--- src/rtl/point_cloud_fov_range_filter_assert.svh ---
// assertion macros for the point cloud fov/range filter
// expects clk and arst_n in the scope where a macro is used
`ifndef POINT_CLOUD_FOV_RANGE_FILTER_ASSERT_SVH
`define POINT_CLOUD_FOV_RANGE_FILTER_ASSERT_SVH
`ifndef SYNTH
// property checked outside reset
`define PCFR_ASSERT(label, prop, msg) \
	label: assert property (@(posedge clk) disable iff (!arst_n) prop) else $error(msg);
// property checked also while reset is held
`define PCFR_ASSERT_NR(label, prop, msg) \
	label: assert property (@(posedge clk) prop) else $error(msg);
`else
`define PCFR_ASSERT(label, prop, msg)
`define PCFR_ASSERT_NR(label, prop, msg)
`endif
`endif

--- src/rtl/pcfr_pkg.sv ---
// shared constants, types and helpers of the point cloud fov/range filter
// no dependencies
`default_nettype none

package pcfr_pkg;

	// field and format widths
	localparam int COORD_BITS     = 24;
	localparam int ROT_FRAC_BITS  = 14;
	localparam int ROT_ENTRY_BITS = 16;
	localparam int ROW_BITS       = 3 * ROT_ENTRY_BITS;
	localparam int TAN_BITS       = 24;
	localparam int TAN_FRAC_BITS  = 16;
	localparam int RANGE_BITS     = 23;

	// datapath widths
	localparam int DIFF_W  = COORD_BITS + 1;
	localparam int PROD_W  = DIFF_W + ROT_ENTRY_BITS;
	// sum of three products stays below 2^(COORD_BITS + ROT_ENTRY_BITS + 1)
	localparam int BODY_W  = COORD_BITS + ROT_ENTRY_BITS + 2;
	localparam int MAG_W   = BODY_W - 1;
	localparam int LO_W    = (MAG_W + 1) / 2;
	localparam int HI_W    = MAG_W - LO_W;
	localparam int SQ_W    = 2 * MAG_W;
	localparam int R2_W    = SQ_W + 2;
	localparam int RSQ_W   = 2 * RANGE_BITS;
	localparam int LIM2_W  = RSQ_W + 2 * ROT_FRAC_BITS;
	localparam int CMP_W   = (R2_W > LIM2_W) ? R2_W : LIM2_W;
	localparam int TPL_W   = LO_W + TAN_BITS;
	localparam int TPH_W   = HI_W + TAN_BITS;
	// tangent fraction is never wider than the tangent itself
	localparam int ANG_W   = MAG_W + TAN_BITS;

	// configuration port
	localparam int CFG_IDX_W  = 3;
	localparam int CFG_DATA_W = ROW_BITS;

	localparam logic [CFG_IDX_W-1:0] REG_ROT_ROW_X    = CFG_IDX_W'(0);
	localparam logic [CFG_IDX_W-1:0] REG_ROT_ROW_Y    = CFG_IDX_W'(1);
	localparam logic [CFG_IDX_W-1:0] REG_ROT_ROW_Z    = CFG_IDX_W'(2);
	localparam logic [CFG_IDX_W-1:0] REG_ORIGIN_X     = CFG_IDX_W'(3);
	localparam logic [CFG_IDX_W-1:0] REG_ORIGIN_Y     = CFG_IDX_W'(4);
	localparam logic [CFG_IDX_W-1:0] REG_ORIGIN_Z     = CFG_IDX_W'(5);
	localparam logic [CFG_IDX_W-1:0] REG_TAN_HALF_FOV = CFG_IDX_W'(6);
	localparam logic [CFG_IDX_W-1:0] REG_MAX_RANGE    = CFG_IDX_W'(7);

	// reset values: identity rotation, 45 degree half angle, 50 m range
	localparam logic [ROW_BITS-1:0]   ROT_ROW_X_RST = 48'h0000_0000_4000;
	localparam logic [ROW_BITS-1:0]   ROT_ROW_Y_RST = 48'h0000_4000_0000;
	localparam logic [ROW_BITS-1:0]   ROT_ROW_Z_RST = 48'h4000_0000_0000;
	localparam logic [TAN_BITS-1:0]   TAN_RST       = TAN_BITS'(1) << TAN_FRAC_BITS;
	localparam logic [RANGE_BITS-1:0] RANGE_RST     = RANGE_BITS'(50000);
	localparam logic [TAN_BITS-1:0]   TAN_OPEN      = '1;

	typedef logic signed [ROT_ENTRY_BITS-1:0] coef_t;

	typedef struct packed {
		logic [ROW_BITS-1:0]          rot_row_x;
		logic [ROW_BITS-1:0]          rot_row_y;
		logic [ROW_BITS-1:0]          rot_row_z;
		logic signed [COORD_BITS-1:0] origin_x;
		logic signed [COORD_BITS-1:0] origin_y;
		logic signed [COORD_BITS-1:0] origin_z;
		logic [TAN_BITS-1:0]          tan_half_fov;
		logic [RANGE_BITS-1:0]        max_range;
	} cfg_t;

	typedef struct packed {
		logic signed [COORD_BITS-1:0] x;
		logic signed [COORD_BITS-1:0] y;
		logic signed [COORD_BITS-1:0] z;
		logic                         last;
	} point_t;

	typedef struct packed {
		point_t                   pt;
		logic signed [BODY_W-1:0] bx;
		logic signed [BODY_W-1:0] by;
		logic signed [BODY_W-1:0] bz;
	} body_t;

	// coefficient k of a packed rotation row
	function automatic coef_t row_coef(input logic [ROW_BITS-1:0] row, input int unsigned k);
		return coef_t'(row[k*ROT_ENTRY_BITS +: ROT_ENTRY_BITS]);
	endfunction

	// magnitude of a body coordinate, never reaches 2^MAG_W
	function automatic logic [MAG_W-1:0] body_mag(input logic signed [BODY_W-1:0] v);
		logic signed [BODY_W-1:0] n;
		n = v[BODY_W-1] ? -v : v;
		return n[MAG_W-1:0];
	endfunction

endpackage

`default_nettype wire

--- src/rtl/pcfr_cfg.sv ---
// configuration registers and the squared range limit
// depends on pcfr_pkg
`default_nettype none

module pcfr_cfg import pcfr_pkg::*; (
	input  wire logic                  clk,
	input  wire logic                  arst_n,
	input  wire logic                  cfg_valid,
	output logic                       cfg_ready,
	input  wire logic [CFG_IDX_W-1:0]  cfg_index,
	input  wire logic [CFG_DATA_W-1:0] cfg_data,
	output cfg_t                       cfg,
	output logic [RSQ_W-1:0]           range_sq
);

	logic [ROW_BITS-1:0]          rot_row_x_q, rot_row_y_q, rot_row_z_q;
	logic signed [COORD_BITS-1:0] origin_x_q, origin_y_q, origin_z_q;
	logic [TAN_BITS-1:0]          tan_q;
	logic [RANGE_BITS-1:0]        range_q;
	logic [RSQ_W-1:0]             range_sq_q;

	// writes are always taken
	assign cfg_ready = 1'b1;

	// register file, excess data bits dropped
	always_ff @(posedge clk or negedge arst_n) begin
		if (!arst_n) begin
			rot_row_x_q <= ROT_ROW_X_RST;
			rot_row_y_q <= ROT_ROW_Y_RST;
			rot_row_z_q <= ROT_ROW_Z_RST;
			origin_x_q  <= '0;
			origin_y_q  <= '0;
			origin_z_q  <= '0;
			tan_q       <= TAN_RST;
			range_q     <= RANGE_RST;
		end else if (cfg_valid && cfg_ready) begin
			case (cfg_index)
				REG_ROT_ROW_X:    rot_row_x_q <= cfg_data[ROW_BITS-1:0];
				REG_ROT_ROW_Y:    rot_row_y_q <= cfg_data[ROW_BITS-1:0];
				REG_ROT_ROW_Z:    rot_row_z_q <= cfg_data[ROW_BITS-1:0];
				REG_ORIGIN_X:     origin_x_q  <= cfg_data[COORD_BITS-1:0];
				REG_ORIGIN_Y:     origin_y_q  <= cfg_data[COORD_BITS-1:0];
				REG_ORIGIN_Z:     origin_z_q  <= cfg_data[COORD_BITS-1:0];
				REG_TAN_HALF_FOV: tan_q       <= cfg_data[TAN_BITS-1:0];
				REG_MAX_RANGE:    range_q     <= cfg_data[RANGE_BITS-1:0];
				default: ;
			endcase
		end
	end

	// squared range limit, registered from the range register in the next cycle
	always_ff @(posedge clk) begin
		range_sq_q <= RSQ_W'(range_q) * RSQ_W'(range_q);
	end

	assign cfg.rot_row_x    = rot_row_x_q;
	assign cfg.rot_row_y    = rot_row_y_q;
	assign cfg.rot_row_z    = rot_row_z_q;
	assign cfg.origin_x     = origin_x_q;
	assign cfg.origin_y     = origin_y_q;
	assign cfg.origin_z     = origin_z_q;
	assign cfg.tan_half_fov = tan_q;
	assign cfg.max_range    = range_q;
	assign range_sq         = range_sq_q;

endmodule

`default_nettype wire

--- config.mk ---
export PLATFORM = sky130hd
export DESIGN_NAME = pcfr_cfg
export DESIGN_NICKNAME = d
export VERILOG_FILES = /design/src/rtl/point_cloud_fov_range_filter_assert.svh /design/src/rtl/pcfr_pkg.sv /design/src/rtl/pcfr_cfg.sv
export SDC_FILE = /design/constraint.sdc
export NUM_CORES = 1
export LEC_CHECK = 0
export BUFFER_PORTS_ARGS = -buffer_cell sky130_fd_sc_hd__buf_2
export CELL_PAD_IN_SITES_DETAIL_PLACEMENT = 1
export CELL_PAD_IN_SITES_GLOBAL_PLACEMENT = 1
export CORE_MARGIN = 5
export CORE_UTILIZATION = 44
export CTS_BUF_LIST = sky130_fd_sc_hd__clkbuf_4
export CTS_CLUSTER_DIAMETER = 50
export DETAILED_ROUTE_END_ITERATION = 10
export GPL_ROUTABILITY_DRIVEN = 0
export PLACE_DENSITY_LB_ADDON = 0.05
export SLEW_MARGIN = 20
export SYNTH_ARGS = -nofsm -noshare
export SYNTH_HDL_FRONTEND = slang
export SYNTH_SLANG_ARGS = --single-unit
--- constraint.sdc ---
create_clock -name clk -period 6.7 [get_ports clk]
set_input_delay 1.34 -clock clk [delete_from_list [all_inputs] [get_ports clk]]
set_output_delay 1.34 -clock clk [all_outputs]
set_load 0.01 [all_outputs]
==> out/results.ini <==
[die]
dieHeight_um=253
die_area_um2=64000
io_pins=364
rows=89
core-area_um2=58800
start_util_pct=44.2
die_x_um=253

[synthesis]
async_flop_share_pct=85.4
yosysWarnings=0
ys_types=69
synth_area_leaders=fa_1 30%, dfrtp_1 24%, mux2_2 11%
synth.net_count=2906
yosysSeqAreaShare_pct=28.8
syn_avg_cell_area_um2=11.3
ys_ff_latch=308
synth_top_area_share_pct=29.7
netlist_instances=2295
ys.flop_type=dfrtp_1
synth_edf_count=0
yosys.area.top_type=fa_1
syn-cell-area_um2=26000

[min_path]
hold_path.class=reg2reg
whs_path_depth=1

[drt]
ant_nets=0
drc_errors=0
viasPerCell=5.03
wl_um=80500
drt_iter0_drc=574
firstDrtPassIters=5
routedWlPerCell_um=22.0
vias=18400

[worst_setup_path]
end_kind=register
cp_cell_sequence=buf_4, clkinvlp_4, fa_2, fa_1, fa_1, fa_1, inv_2, fa_1, fa_1, fa_2, ha_4, nand4_1, buf_6, nor4_4, a21oi_4, buf_12, or4_4, nand3_2, xor2_1
setup.worst_path.start=range_q[14]
regToRegSetupSlack_ns=-0.004
critPathMaxFanout=8
r2r-start=range_q[14]
cp_num_buf_inv=5
crit_family=adder cells
cp.arrival_ns=7.43
slowest_stage=dfstp_4
r2r_cells=19
critPathMaxStageDelay_ns=0.67
endpoint=range_sq[38]
timing.rr.end=range_sq[38]
crit_path_frequent_cell=fa_1
cp-start-kind=register
crit_type=reg2reg
critical_path_depth=19
cp_data_required_time_ns=7.42

[cells_and_area]
multi_input_comb_area_um2=16800
regArea_um2=7520
final_common_cell=inv_1
n_fill_cell=6424
drive_gt1_share_pct=38.1
mostFrequentLayoutCells=470 x inv_1, 370 x fa_1, 360 x buf_2
design_area_um2=31600
final_nets=3423
synthToLayoutAreaGrowth_pct=21.6

[timing]
min_period_over_period_pct=100
slew_viol_final=0
fin_crit_ns=6.70
max_freq_ghz=0.149
finClkSkew_ns=0.0708
finalWorstSetupSlack_ns=-0.00413
final_hold_viol_count=0
slew_headroom_pct=36.0
finalSetupViolations=1
tightest_slew_ns=0.955
rsz0062_at_grt=true

[clock_tree]
clock_latency_ns=0.88
cts_made_buffers=84
cts_tree=yes
clock_sinks=308
cts.path.max_buffers=3
h-tree-depth=3
cts.clk_slew.worst_paths_ns=0.06
root_buffer=clkbuf_4

[place]
port_buffers=361
dpl.hpwl_um=64200
placed_cell_area_um2=29300

[global_route]
grt_pass1_vias=21200
overflow=0
grt_pass1_wl_um=124000
grt_max_degree=149
antenna_found_initial=5
grt_usage_pct=25.1

[outcome]
status=finished with violations
failed_checks=negative setup slack

[job]
maxCapViolCount=0

## metal layers
metal | routed length, um | track usage [%]
met1 | 32500 | 31.2
met2 | 41000 | 43.1
met3 | 4490 | 6.02
met4 | 2530 | 8.76
met5 | 13 | 0
## cell usage after synthesis, types with 26 or more instances
master and number:
nand2_1 159, a21oi_1 43, dfrtp_1 253, nor2_1 42, clkbuf_1 71, ha_1 172, a21o_1 26, dfxtp_1 45
and2_1 107, fa_1 385, xnor2_1 29, mux2_2 264, inv_1 487
## through the flow
step                      setup slack (ns)   TNS, ns  hold WS, ns  utilization, %  cells
final                             -0.00413  -0.00413        0.499            53.7   3653
after global routing                -0.164    -0.641        0.518            53.7   3652
after CTS                          -0.0208   -0.0253        0.503            52.8   3628
after detailed placement            -0.308     -2.26        0.489            49.9   3449
after global placement              -0.182    -0.940        0.466            49.9   3449
after floorplan                     0.0933         0        0.529               -   2295
## cell families after synthesis
family / count (synthesis) / share of synthesized area [%]
DFF: 308 / 28.8
xor gates and xnor gates: 53 / 1.79
AOI/OAI and AO/OA: 145 / 4.03
and+or+nand+nor: 381 / 7.26
other: 2 / 0.0289
adders and majority gates: 557 / 37.9
buffers and inverters: 583 / 8.60
muxes: 266 / 11.5
## worst reg2reg max path: cells and delay by family (launching register included)
kind	cells	cell delay [ns]
AND/OR/NAND/NOR	4	0.95
flip-flops	1	0.67
adder cells (fa/ha/maj)	8	4.00
XOR/XNOR	1	0.18
buffers and inverters	5	0.70
AO/OA/AOI/OAI	1	0.10
## registers in the layout, indices dropped and copies added, names as in the netlist
signal and count:
tan_q 24, origin_y_q 24, rot_row_y_q 48, rot_row_x_q 48
range_sq 45, range_q 23, rot_row_z_q 48, origin_x_q 24
origin_z_q 24
## area by class of cell
type	instances	area share, %
sequential	308	23.8
antenna	4	0.0317
timing repair buffer	526	10.5
multi-input combinational	1404	53.2
tap	773	3.06
clock inverter	16	0.408
clock buffer	134	3.18
inverter	488	5.81
## what timing repair did
action / 4_1_cts / 5_1_grt
hold buffers: 0 / 0
pin swaps: 36 / 48
setup endpoints to repair: 12 / 17
gates cloned: 1 / 0
gates resized for setup: 68 / 94
buffers inserted: 28 / 24
## how the worst min path moves through the flow
| stage | from | end | slack, ns |
|---|---|---|---|
| 4_1_cts | origin_z_q[2] | origin_z_q[2] | 0.50 |
| 3_3_place_gp | rot_row_y_q[45] | rot_row_y_q[45] | 0.47 |
| 5_1_grt | origin_y_q[5] | origin_y_q[5] | 0.52 |
| 2_1_floorplan | rot_row_y_q[45] | rot_row_y_q[45] | 0.53 |
| 6_report | origin_x_q[14] | origin_x_q[14] | 0.50 |
| 3_5_place_dp | origin_z_q[20] | origin_z_q[20] | 0.49 |
Power is not shown: default switching activity piles up to over one toggle a cycle in this logic, so the estimate is an artifact.
